`src/hdl/fesg_pkg.sv`:
```
`timescale 1ns / 1ps
`default_nettype none

package fesg_pkg;

  localparam int MAX_RADIUS = 31;
  localparam int FRAC_BITS  = 6;
  localparam int FRAC_HALF  = 32;
  localparam int OUT_CAP    = 64;
  localparam int GUARD_LAST = 8191;

  localparam logic [1:0] CFG_CLIP_LEFT   = 2'd0;
  localparam logic [1:0] CFG_CLIP_TOP    = 2'd1;
  localparam logic [1:0] CFG_CLIP_WIDTH  = 2'd2;
  localparam logic [1:0] CFG_CLIP_HEIGHT = 2'd3;

  localparam logic [1:0] ST_OK      = 2'd0;
  localparam logic [1:0] ST_NEG     = 2'd1;
  localparam logic [1:0] ST_TOO_BIG = 2'd2;

  // divider operand select
  localparam logic [1:0] DS_J = 2'd0;
  localparam logic [1:0] DS_K = 2'd1;
  localparam logic [1:0] DS_X = 2'd2;
  localparam logic [1:0] DS_Y = 2'd3;

  // span source select
  localparam logic [2:0] ES_ZERO = 3'd0;
  localparam logic [2:0] ES_R1P  = 3'd1;
  localparam logic [2:0] ES_R1M  = 3'd2;
  localparam logic [2:0] ES_R2P  = 3'd3;
  localparam logic [2:0] ES_R2M  = 3'd4;

  typedef struct packed {
    logic       load;
    logic       init_walk;
    logic       latch_hi;
    logic       div_start;
    logic [1:0] div_sel;
    logic       emit;
    logic [2:0] emit_sel;
    logic       set_la;
    logic       set_lb;
    logic       finish;
  } ctrl_cmd_t;

  typedef struct packed {
    logic pre_done;
    logic zero_span;
    logic box_miss;
    logic div_done;
    logic cond1;
    logic cond2;
    logic r1_pos;
    logic r2_pos;
    logic loop_more;
  } dp_stat_t;

endpackage

`default_nettype wire

```
`src/hdl/fesg_div.sv`:
```
`timescale 1ns / 1ps
`default_nettype none

module fesg_div import fesg_pkg::*; (
  input  wire logic               clk_i,
  input  wire logic               rst_ni,
  input  wire logic               start_i,
  input  wire logic signed [15:0] dividend_i,
  input  wire logic        [4:0]  divisor_i,
  output logic                    done_o,
  output logic signed [15:0]      quot_o
);

  logic        busy_q, busy_d;
  logic [4:0]  cnt_q, cnt_d;
  logic [4:0]  rem_q, rem_d;
  logic [15:0] num_q, num_d;
  logic        neg_q, neg_d;
  logic [4:0]  dvs_q, dvs_d;
  logic        done_q, done_d;
  logic [5:0]  trial;

  assign trial = {rem_q, num_q[15]};

  always_comb begin
    busy_d = busy_q;
    cnt_d  = cnt_q;
    rem_d  = rem_q;
    num_d  = num_q;
    neg_d  = neg_q;
    dvs_d  = dvs_q;
    done_d = 1'b0;
    if (start_i) begin
      busy_d = 1'b1;
      cnt_d  = 5'd16;
      rem_d  = '0;
      neg_d  = dividend_i[15];
      num_d  = dividend_i[15] ? 16'(-dividend_i) : dividend_i;
      dvs_d  = divisor_i;
    end else if (busy_q) begin
      // one restoring step a cycle
      if (trial >= {1'b0, dvs_q}) begin
        rem_d = 5'(trial - {1'b0, dvs_q});
        num_d = {num_q[14:0], 1'b1};
      end else begin
        rem_d = trial[4:0];
        num_d = {num_q[14:0], 1'b0};
      end
      cnt_d = cnt_q - 5'd1;
      if (cnt_q == 5'd1) begin
        busy_d = 1'b0;
        done_d = 1'b1;
      end
    end
  end

  always_ff @(posedge clk_i or negedge rst_ni) begin
    if (!rst_ni) begin
      busy_q <= 1'b0;
      done_q <= 1'b0;
      cnt_q  <= '0;
    end else begin
      busy_q <= busy_d;
      done_q <= done_d;
      cnt_q  <= cnt_d;
    end
  end

  always_ff @(posedge clk_i) begin
    rem_q <= rem_d;
    num_q <= num_d;
    neg_q <= neg_d;
    dvs_q <= dvs_d;
  end

  assign done_o = done_q;
  assign quot_o = neg_q ? 16'(-num_q) : num_q;

endmodule

`default_nettype wire

```
`src/hdl/fesg_ctrl.sv`:
```
`timescale 1ns / 1ps
`default_nettype none

module fesg_ctrl import fesg_pkg::*; (
  input  wire logic     clk_i,
  input  wire logic     rst_ni,
  input  wire logic     start_i,
  input  wire dp_stat_t stat_i,
  output ctrl_cmd_t     cmd_o,
  output logic          busy_o
);

  localparam logic [3:0] S_IDLE  = 4'd0;
  localparam logic [3:0] S_CHECK = 4'd1;
  localparam logic [3:0] S_HI    = 4'd2;
  localparam logic [3:0] S_DIVJ  = 4'd3;
  localparam logic [3:0] S_WJ    = 4'd4;
  localparam logic [3:0] S_DIVK  = 4'd5;
  localparam logic [3:0] S_WK    = 4'd6;
  localparam logic [3:0] S_R1A   = 4'd7;
  localparam logic [3:0] S_R1B   = 4'd8;
  localparam logic [3:0] S_R2A   = 4'd9;
  localparam logic [3:0] S_R2B   = 4'd10;
  localparam logic [3:0] S_DIVX  = 4'd11;
  localparam logic [3:0] S_WX    = 4'd12;
  localparam logic [3:0] S_DIVY  = 4'd13;
  localparam logic [3:0] S_WY    = 4'd14;
  localparam logic [3:0] S_FIN   = 4'd15;

  logic [3:0] state_q, state_d;

  always_comb begin
    state_d = state_q;
    cmd_o   = '0;
    case (state_q)
      S_IDLE: begin
        if (start_i) begin
          cmd_o.load = 1'b1;
          state_d    = S_CHECK;
        end
      end
      S_CHECK: begin
        if (stat_i.pre_done) begin
          state_d = S_FIN;
        end else if (stat_i.zero_span) begin
          cmd_o.emit     = 1'b1;
          cmd_o.emit_sel = ES_ZERO;
          state_d        = S_FIN;
        end else if (stat_i.box_miss) begin
          state_d = S_FIN;
        end else begin
          cmd_o.init_walk = 1'b1;
          state_d         = S_HI;
        end
      end
      S_HI: begin
        cmd_o.latch_hi = 1'b1;
        state_d        = S_DIVJ;
      end
      S_DIVJ: begin
        cmd_o.div_start = 1'b1;
        cmd_o.div_sel   = DS_J;
        state_d         = S_WJ;
      end
      S_WJ: begin
        cmd_o.div_sel = DS_J;
        if (stat_i.div_done) state_d = S_DIVK;
      end
      S_DIVK: begin
        cmd_o.div_start = 1'b1;
        cmd_o.div_sel   = DS_K;
        state_d         = S_WK;
      end
      S_WK: begin
        cmd_o.div_sel = DS_K;
        if (stat_i.div_done) state_d = S_R1A;
      end
      S_R1A: begin
        state_d = S_R2A;
        if (stat_i.cond1) begin
          cmd_o.emit     = 1'b1;
          cmd_o.emit_sel = ES_R1P;
          cmd_o.set_la   = 1'b1;
          if (stat_i.r1_pos) state_d = S_R1B;
        end
      end
      S_R1B: begin
        cmd_o.emit     = 1'b1;
        cmd_o.emit_sel = ES_R1M;
        state_d        = S_R2A;
      end
      S_R2A: begin
        state_d = S_DIVX;
        if (stat_i.cond2) begin
          cmd_o.emit     = 1'b1;
          cmd_o.emit_sel = ES_R2P;
          cmd_o.set_lb   = 1'b1;
          if (stat_i.r2_pos) state_d = S_R2B;
        end
      end
      S_R2B: begin
        cmd_o.emit     = 1'b1;
        cmd_o.emit_sel = ES_R2M;
        state_d        = S_DIVX;
      end
      S_DIVX: begin
        cmd_o.div_start = 1'b1;
        cmd_o.div_sel   = DS_X;
        state_d         = S_WX;
      end
      S_WX: begin
        cmd_o.div_sel = DS_X;
        if (stat_i.div_done) state_d = S_DIVY;
      end
      S_DIVY: begin
        cmd_o.div_start = 1'b1;
        cmd_o.div_sel   = DS_Y;
        state_d         = S_WY;
      end
      S_WY: begin
        cmd_o.div_sel = DS_Y;
        if (stat_i.div_done) state_d = stat_i.loop_more ? S_HI : S_FIN;
      end
      S_FIN: begin
        cmd_o.finish = 1'b1;
        state_d      = S_IDLE;
      end
      default: state_d = S_IDLE;
    endcase
  end

  always_ff @(posedge clk_i or negedge rst_ni) begin
    if (!rst_ni) begin
      state_q <= S_IDLE;
    end else begin
      state_q <= state_d;
    end
  end

  assign busy_o = (state_q != S_IDLE);

endmodule

`default_nettype wire

```
`src/hdl/fesg_dp.sv`:
```
`timescale 1ns / 1ps
`default_nettype none

module fesg_dp import fesg_pkg::*; (
  input  wire logic               clk_i,
  input  wire logic               rst_ni,
  input  wire ctrl_cmd_t          cmd_i,
  output dp_stat_t                stat_o,
  input  wire logic               cfg_we_i,
  input  wire logic [1:0]         cfg_idx_i,
  input  wire logic [14:0]        cfg_data_i,
  input  wire logic signed [15:0] center_x_i,
  input  wire logic signed [15:0] center_y_i,
  input  wire logic signed [15:0] radius_x_i,
  input  wire logic signed [15:0] radius_y_i,
  output logic                    span_strobe_o,
  output logic                    span_valid_o,
  output logic [14:0]             span_x_first_o,
  output logic [14:0]             span_x_last_o,
  output logic [14:0]             span_y_first_o,
  output logic [14:0]             span_y_last_o,
  output logic [1:0]              status_o,
  output logic                    last_span_o
);

  // clip registers
  logic [13:0] clip_left_q, clip_top_q;
  logic [14:0] clip_width_q, clip_height_q;

  always_ff @(posedge clk_i or negedge rst_ni) begin
    if (!rst_ni) begin
      clip_left_q   <= '0;
      clip_top_q    <= '0;
      clip_width_q  <= 15'd320;
      clip_height_q <= 15'd240;
    end else if (cfg_we_i) begin
      case (cfg_idx_i)
        CFG_CLIP_LEFT:   clip_left_q   <= cfg_data_i[13:0];
        CFG_CLIP_TOP:    clip_top_q    <= cfg_data_i[13:0];
        CFG_CLIP_WIDTH:  clip_width_q  <= cfg_data_i;
        CFG_CLIP_HEIGHT: clip_height_q <= cfg_data_i;
        default: ;
      endcase
    end
  end

  logic signed [15:0] c_l, c_t, c_r, c_b;
  assign c_l = {2'b00, clip_left_q};
  assign c_t = {2'b00, clip_top_q};
  assign c_r = 16'({2'b00, clip_left_q} + {1'b0, clip_width_q} - 16'd1);
  assign c_b = 16'({2'b00, clip_top_q} + {1'b0, clip_height_q} - 16'd1);

  // request registers
  logic signed [15:0] cx_q, cy_q, rx_q, ry_q;
  logic [1:0]         st_q, st_d;

  always_ff @(posedge clk_i) begin
    if (cmd_i.load) begin
      cx_q <= center_x_i;
      cy_q <= center_y_i;
      rx_q <= radius_x_i;
      ry_q <= radius_y_i;
    end
  end

  logic empty_clip, neg_rad, big_rad, wide;
  logic [4:0] big_r, small_r;

  assign empty_clip = (clip_width_q == '0) || (clip_height_q == '0);
  assign neg_rad    = rx_q[15] || ry_q[15];
  assign big_rad    = (rx_q > 16'(MAX_RADIUS)) || (ry_q > 16'(MAX_RADIUS));
  assign wide       = rx_q > ry_q;
  assign big_r      = wide ? rx_q[4:0] : ry_q[4:0];
  assign small_r    = wide ? ry_q[4:0] : rx_q[4:0];

  always_comb begin
    st_d = st_q;
    if (empty_clip)   st_d = ST_OK;
    else if (neg_rad) st_d = ST_NEG;
    else if (big_rad) st_d = ST_TOO_BIG;
    else              st_d = ST_OK;
  end

  always_ff @(posedge clk_i or negedge rst_ni) begin
    if (!rst_ni) begin
      st_q <= ST_OK;
    end else if (cmd_i.load) begin
      st_q <= ST_OK;
    end else if (!cmd_i.finish) begin
      st_q <= st_d;
    end
  end

  // walk registers
  logic signed [15:0] ix_q, iy_q, h_q, i_q, j_q, k_q, la_q, lb_q;
  logic               lav_q, lbv_q;
  logic [12:0]        guard_q;
  logic signed [15:0] h_n, i_n;
  logic signed [15:0] div_num, quot;
  logic               div_done;
  logic signed [15:0] r1, w1, r2, w2;

  assign h_n = 16'(ix_q + 16'(FRAC_HALF)) >>> FRAC_BITS;
  assign i_n = 16'(iy_q + 16'(FRAC_HALF)) >>> FRAC_BITS;

  always_comb begin
    case (cmd_i.div_sel)
      DS_J:    div_num = 16'(h_q * $signed({11'd0, small_r}));
      DS_K:    div_num = 16'(i_q * $signed({11'd0, small_r}));
      DS_X:    div_num = iy_q;
      default: div_num = ix_q;
    endcase
  end

  fesg_div u_div (
    .clk_i      (clk_i),
    .rst_ni     (rst_ni),
    .start_i    (cmd_i.div_start),
    .dividend_i (div_num),
    .divisor_i  (big_r),
    .done_o     (div_done),
    .quot_o     (quot)
  );

  always_ff @(posedge clk_i or negedge rst_ni) begin
    if (!rst_ni) begin
      lav_q   <= 1'b0;
      lbv_q   <= 1'b0;
      guard_q <= '0;
    end else if (cmd_i.init_walk) begin
      lav_q   <= 1'b0;
      lbv_q   <= 1'b0;
      guard_q <= '0;
    end else begin
      if (cmd_i.set_la) lav_q <= 1'b1;
      if (cmd_i.set_lb) lbv_q <= 1'b1;
      if (div_done && cmd_i.div_sel == DS_Y) guard_q <= guard_q + 13'd1;
    end
  end

  always_ff @(posedge clk_i) begin
    if (cmd_i.init_walk) begin
      ix_q <= '0;
      iy_q <= {5'd0, big_r, 6'd0};
    end
    if (cmd_i.latch_hi) begin
      h_q <= h_n;
      i_q <= i_n;
    end
    if (div_done) begin
      case (cmd_i.div_sel)
        DS_J:    j_q  <= quot;
        DS_K:    k_q  <= quot;
        DS_X:    ix_q <= 16'(ix_q + quot);
        default: iy_q <= 16'(iy_q - quot);
      endcase
    end
    if (cmd_i.set_la) la_q <= r1;
    if (cmd_i.set_lb) lb_q <= r2;
  end

  assign r1 = wide ? k_q : i_q;
  assign w1 = wide ? h_q : j_q;
  assign r2 = wide ? j_q : h_q;
  assign w2 = wide ? i_q : k_q;

  assign stat_o.pre_done  = empty_clip || neg_rad || big_rad;
  assign stat_o.zero_span = (rx_q == '0) || (ry_q == '0);
  assign stat_o.box_miss  = (16'(cx_q + rx_q) < c_l) || (16'(cx_q - rx_q) > c_r) ||
                            (16'(cy_q + ry_q) < c_t) || (16'(cy_q - ry_q) > c_b);
  assign stat_o.div_done  = div_done;
  assign stat_o.cond1     = (!lav_q || la_q != r1) && (!lbv_q || lb_q != r1);
  assign stat_o.cond2     = (!lbv_q || lb_q != r2) && (!lav_q || la_q != r2) && (r1 != r2);
  assign stat_o.r1_pos    = r1 > 16'sd0;
  assign stat_o.r2_pos    = r2 > 16'sd0;
  assign stat_o.loop_more = (i_q > h_q) && (guard_q != 13'(GUARD_LAST));

  // span select, order and clip
  logic signed [15:0] xa, xb, ya, yb, x1, x2, y1, y2, hw, dy;
  logic               in_clip;

  always_comb begin
    hw = w1;
    dy = r1;
    case (cmd_i.emit_sel)
      ES_R1P, ES_R1M: begin
        hw = w1;
        dy = r1;
      end
      ES_R2P, ES_R2M: begin
        hw = w2;
        dy = r2;
      end
      default: ;
    endcase
    xa = 16'(cx_q - hw);
    xb = 16'(cx_q + hw);
    ya = (dy > 16'sd0) ? 16'(cy_q + dy) : cy_q;
    if (cmd_i.emit_sel inside {ES_R1M, ES_R2M}) ya = 16'(cy_q - dy);
    yb = ya;
    if (cmd_i.emit_sel == ES_ZERO) begin
      if (rx_q == '0) begin
        xa = cx_q;
        xb = cx_q;
        ya = 16'(cy_q - ry_q);
        yb = 16'(cy_q + ry_q);
      end else begin
        xa = 16'(cx_q - rx_q);
        xb = 16'(cx_q + rx_q);
        ya = cy_q;
        yb = cy_q;
      end
    end
    x1 = (xa > xb) ? xb : xa;
    x2 = (xa > xb) ? xa : xb;
    y1 = (ya > yb) ? yb : ya;
    y2 = (ya > yb) ? ya : yb;
    in_clip = !(x2 < c_l || x1 > c_r || y2 < c_t || y1 > c_b);
    if (x1 < c_l) x1 = c_l;
    if (x2 > c_r) x2 = c_r;
    if (y1 < c_t) y1 = c_t;
    if (y2 > c_b) y2 = c_b;
  end

  // one span held back so the final one can carry the last flag
  logic        pend_v_q;
  logic [59:0] pend_q;
  logic [6:0]  cnt_q;
  logic        strobe_q, valid_q, last_q;
  logic [59:0] out_q;
  logic [1:0]  ost_q;
  logic        take;

  assign take = cmd_i.emit && in_clip && (cnt_q < 7'(OUT_CAP));

  always_ff @(posedge clk_i or negedge rst_ni) begin
    if (!rst_ni) begin
      pend_v_q <= 1'b0;
      cnt_q    <= '0;
      strobe_q <= 1'b0;
    end else begin
      strobe_q <= 1'b0;
      if (cmd_i.load) begin
        pend_v_q <= 1'b0;
        cnt_q    <= '0;
      end else if (take) begin
        strobe_q <= pend_v_q;
        pend_v_q <= 1'b1;
        cnt_q    <= cnt_q + 7'd1;
      end else if (cmd_i.finish) begin
        strobe_q <= 1'b1;
        pend_v_q <= 1'b0;
      end
    end
  end

  always_ff @(posedge clk_i) begin
    if (take) begin
      pend_q  <= {x1[14:0], x2[14:0], y1[14:0], y2[14:0]};
      out_q   <= pend_q;
      valid_q <= 1'b1;
      last_q  <= 1'b0;
      ost_q   <= ST_OK;
    end else if (cmd_i.finish) begin
      out_q   <= pend_v_q ? pend_q : '0;
      valid_q <= pend_v_q;
      last_q  <= 1'b1;
      ost_q   <= pend_v_q ? ST_OK : st_q;
    end
  end

  assign span_strobe_o  = strobe_q;
  assign span_valid_o   = valid_q;
  assign span_x_first_o = out_q[59:45];
  assign span_x_last_o  = out_q[44:30];
  assign span_y_first_o = out_q[29:15];
  assign span_y_last_o  = out_q[14:0];
  assign status_o       = ost_q;
  assign last_span_o    = last_q;

endmodule

`default_nettype wire

```
`src/hdl/filled_ellipse_span_generator_unit.sv`:
```
// a rejected or single-span request skips the walk; a filled ellipse runs walk steps
//   of four serial divisions each, all by the larger radius
// throughput: one request at a time; the next start is taken once busy drops
// results leave on span_strobe_o for one cycle each; the receiver cannot stall
// reset: asynchronous, active low; clip registers go to 0, 0, 320, 240
`timescale 1ns / 1ps
`default_nettype none

module filled_ellipse_span_generator_unit import fesg_pkg::*; (
  input  wire logic               clk_i,
  input  wire logic               rst_ni,
  // configuration write port
  input  wire logic               cfg_we_i,
  input  wire logic [1:0]         cfg_idx_i,
  input  wire logic [14:0]        cfg_data_i,
  // request
  input  wire logic               start,
  output logic                    busy,
  input  wire logic signed [15:0] center_x_i,
  input  wire logic signed [15:0] center_y_i,
  input  wire logic signed [15:0] radius_x_i,
  input  wire logic signed [15:0] radius_y_i,
  // spans
  output logic                    span_strobe_o,
  output logic                    span_valid_o,
  output logic [14:0]             span_x_first_o,
  output logic [14:0]             span_x_last_o,
  output logic [14:0]             span_y_first_o,
  output logic [14:0]             span_y_last_o,
  output logic [1:0]              status_o,
  output logic                    last_span_o
);

  ctrl_cmd_t cmd;
  dp_stat_t  stat;

  // sequencer: checks, walk steps, span emission order
  fesg_ctrl u_ctrl (
    .clk_i   (clk_i),
    .rst_ni  (rst_ni),
    .start_i (start),
    .stat_i  (stat),
    .cmd_o   (cmd),
    .busy_o  (busy)
  );

  // clip registers, walk state, divider, span clipping and output stage
  fesg_dp u_dp (
    .clk_i          (clk_i),
    .rst_ni         (rst_ni),
    .cmd_i          (cmd),
    .stat_o         (stat),
    .cfg_we_i       (cfg_we_i),
    .cfg_idx_i      (cfg_idx_i),
    .cfg_data_i     (cfg_data_i),
    .center_x_i     (center_x_i),
    .center_y_i     (center_y_i),
    .radius_x_i     (radius_x_i),
    .radius_y_i     (radius_y_i),
    .span_strobe_o  (span_strobe_o),
    .span_valid_o   (span_valid_o),
    .span_x_first_o (span_x_first_o),
    .span_x_last_o  (span_x_last_o),
    .span_y_first_o (span_y_first_o),
    .span_y_last_o  (span_y_last_o),
    .status_o       (status_o),
    .last_span_o    (last_span_o)
  );

endmodule

`default_nettype wire
```
`config.mk`:
```
export PLATFORM = sky130hd
export DESIGN_NAME = filled_ellipse_span_generator_unit
export DESIGN_NICKNAME = d
export VERILOG_FILES = /design/src/hdl/fesg_pkg.sv /design/src/hdl/fesg_div.sv /design/src/hdl/fesg_ctrl.sv /design/src/hdl/fesg_dp.sv /design/src/hdl/filled_ellipse_span_generator_unit.sv
export SDC_FILE = /design/constraint.sdc
export NUM_CORES = 2
export LEC_CHECK = 0
export BUFFER_PORTS_ARGS = -buffer_cell sky130_fd_sc_hd__buf_4
export CAP_MARGIN = 20
export CORE_UTILIZATION = 32
export CTS_BUF_LIST = sky130_fd_sc_hd__clkbuf_8
export DETAILED_ROUTE_END_ITERATION = 8
export PLACE_DENSITY = 0.46
export SETUP_SLACK_MARGIN = 0.5
export SYNTH_ARGS = -nofsm -noshare
export SYNTH_HDL_FRONTEND = slang
export SYNTH_SLANG_ARGS = --single-unit
```
`constraint.sdc`:
```
create_clock -name clk_i -period 34 [get_ports clk_i]
set_input_delay 1.7 -clock clk_i [delete_from_list [all_inputs] [get_ports clk_i]]
set_output_delay 1.7 -clock clk_i [all_outputs]
set_load 0.005 [all_outputs]
```
==> results.md <==
- Simple-Gate Fraction of Synth Area: 0.160
- Mux share of post-synthesis cell area: 0.0494
- Met2 wire length: 70.6 mm
- Initial DRC Count: 2600
- IO Count: 151
- Maximum VDD drop: 0.0000894 V
- Final Hold Fails: 0
- WL met3: 8.03 mm
- Post-synthesis compound-gate area fraction: 0.172
- Crit. End Element: register
- Pin count of the biggest net entering global routing: 62
- Fraction of registers with async set/reset: 0.223
- # clock sinks: 426
- Post-Syn Area: 40500 um^2
- DPL Wire Length: 122 mm
- Largest family of logic cells by synthesized area: adder cells
- Final setup violation count: 0
- Max Used Layer: met4
- Synth warnings: 0
- RSZ-0062 raised after global routing: false
- Drt drc: 1
- Most area-consuming cells after synthesis: edfxtp_1 (22%), ha_1 (16%), dfrtp_1 (5.5%)
- Failing checks: DRC
- Post-CTS setup buffers: 0
- First drt pass iteration count: 8
- Commonest non-fill, non-tap cell in the layout: inv_1
- Clock Skew: 80.3 ps
- Site row count: 130
- Syn_nets: 5222
- Post-CTS sizing: 0
- Vias in the first global route: 33000
- Area fraction of the dominant cell type after synthesis: 0.215
- #FFs+latches synth: 426
- CTS clk-pin slew, worst paths: 60 ps
- Final GP Congestion: 0.956
- Die H: 358 um
- First-pass GRT wire length: 223 mm
- CTS root buf: clkbuf_8
- Least-Margin Pin Slew: 1070 ps
- Nets: 5328
- Wirelength per Cell: 24.0 um
- Sequential share of the synthesized area: 0.295
- Required time of the critical path: 34400 ps
- Vias per std cell: 5.36
- Power per cell area: 118 nW/um^2
- Clk Latency, worst-skew pair: 850 ps
- Total Routing Usage GR: 0.237
- Die Wd: 358 um
- Drt total wl: 153 mm
- Initial antenna violation count: 4
- Slew HR: 0.275
- EDFF count, synth: 290
- Antenna viol nets, final: 0
- CTS Hold Buffers Added: 0
- Library cells used by synthesis: 106
- Layout cell share with drive strength beyond 1: 0.113
- Total gr overflow: 0
- Fin. max-slew vios: 0
- Initial Utilization: 0.322
- Final core occ: 0.360
- Synth Area in XOR/XNOR: 0.0614
- Most frequent cells in the layout: inv_1 (530), ha_1 (511), nor2_1 (338), nand2_1 (338), a21oi_1 (297)
- LEAKAGE: 20.0 nW
- CP Launch Type: register
- Adder-Cell Fraction of Synth Area: 0.195
- Full die area: 128000 um^2
- Period minus WS final: 15370 ps
- Tcrit/Tclk final: 0.452
- Max cap viols: 0
- Crit-path max FO: 57
- Setup TNS: 0 ps
- Synthesized instance count: 4551
- Syn Area/Cell: 8.89 um^2
- Status: finished with violations
- Maximum clock frequency: 65.1 MHz
- CTS tree: built
- Number of port buffers: 150
- Max stage delay on crit path: 950 ps
- Core footprint: 126000 um^2
- Hold Path Class: reg2reg
- Cell taking the most area after synthesis: edfxtp_1
- Worst path most repeated cell: o21ai_0
- Main synth FF type: edfxtp_1
- Met1 wire length: 69.2 mm
- Slowest-stage cell, CP: a2111oi_4
- CTS Buf Count: 85
- Vias after detailed routing: 34200
- # H-tree levels: 3
- Area growth from synthesis to layout: 11.7%
- WS Path Type: reg2reg
- CP arrival: 15770 ps
- CTS max path bufs: 3
## layer usage
layer | track usage | vias up
met2 | 0.387 | 1048
met5 | 0 | -
li1 | - | 16400
met3 | 0.0342 | 229
met1 | 0.319 | 16600
met4 | 0.0816 | 0
## path summary, 6_finish.rpt
path                                     startpoint                                end  slack (ps)  cells after the start
max                         u_dp.ry_q[15]$_DFFE_PP_           u_dp.out_q[33]$_DFFE_PP_       18630                     53
min reg2reg                u_dp.st_q[1]$_DFFE_PN0P_           u_dp.st_q[1]$_DFFE_PN0P_         460                      2
max in group asynchronous                    rst_ni  u_dp.clip_height_q[0]$_DFFE_PN0P_       31680                      2
min in group asynchronous                    rst_ni   u_dp.clip_width_q[0]$_DFFE_PN0P_         950                      1
min                        u_dp.st_q[1]$_DFFE_PN0P_           u_dp.st_q[1]$_DFFE_PN0P_         460                      2
max reg2reg                 u_dp.ry_q[15]$_DFFE_PP_           u_dp.out_q[33]$_DFFE_PP_       18630                     53
## cells in the mapped netlist (34+ instances only)
master    instances
nor2_1          338
a21oi_1         298
xnor2_1         168
o21ai_0         246
nor3_1           77
xor2_1          113
mux2_2           79
ha_1            511
o21a_1           51
nor2b_2          60
clkbuf_1        155
mux2i_1          99
fa_1             75
nand2b_1         63
dfrtp_1          89
nor4_1           53
o22ai_1          46
or3_1            34
nand4_1          51
edfxtp_1        290
o21bai_1         56
nand2_1         338
nand3_1          84
inv_1           507
a21o_1           70
nor2b_1          63
dfxtp_1          41
## power by group
| group | total, W | switching (W) | internal (W) |
|---|---|---|---|
| combinational | 0.00391 | 0.00242 | 0.00148 |
| sequential | 0.000871 | 0.000111 | 0.000760 |
| clock | 0.000574 | 0.000265 | 0.000309 |
| total | 0.00535 | 0.00280 | 0.00255 |
## flip-flops by register name (all words and copies together), names as in the netlist, 7 cells and up
signal and cells:
u_dp.clip_width_q 15, u_dp.out_q 60, u_dp.guard_q 13, u_dp.clip_top_q 14, u_dp.u_div.num_q 16, u_dp.iy_q 16, u_dp.clip_height_q 15, u_dp.cnt_q 7
u_dp.i_q 10, u_dp.h_q 10, u_dp.ry_q 16, u_dp.lb_q 16, u_dp.cy_q 16, u_dp.clip_left_q 14, u_dp.k_q 16, u_dp.rx_q 16
u_dp.la_q 16, u_dp.j_q 16, u_dp.pend_q 60, u_dp.ix_q 16, u_dp.cx_q 16
## stage by stage
stage	setup slack (ps)	std cells	total power (W)	instance area [um^2]	hold slack, ps
finish	18630	6386	0.00535	45200	459
global route	17470	6386	0.00583	45200	484
CTS	18650	6380	0.00536	45200	464
detailed placement	18800	6220	0.00475	43400	449
global placement	19100	6220	0.00473	43400	446
floorplan	18490	4551	0.00354	40500	431
## logic make-up (layout without fill, tap and decap cells)
kind of cell               count (synthesis)  count (layout)
DFF                                      426             426
adders and majority gates                586             586
buffers and inverters                    702             881
xor gates and xnor gates                 282             282
AOI/OAI and AO/OA                       1076            1076
muxes                                    188             188
other                                      0               6
and+or+nand+nor                         1291            1291
## layout make-up
type                            count  area, um^2
Tap cell                         1650        2060
Inverter                          513        1930
Fill cell                       13000       80400
Multi-Input combinational cell   3423       25900
Sequential cell                   426       11900
Clock inverter                     67         519
Antenna cell                        6        15.0
Timing Repair Buffer              208        1560
Clock buffer                       93        1280
## worst max-delay path, delay by kind of cell (launching register included)
family / cells / cell delay [ps]
and+or+nand+nor: 13 / 2480
muxes: 2 / 650
buffers and inverters: 6 / 2020
AOI/OAI and AO/OA: 28 / 7840
adders and majority gates: 4 / 1320
DFF: 1 / 460
Power figures use the tool's default switching activity.
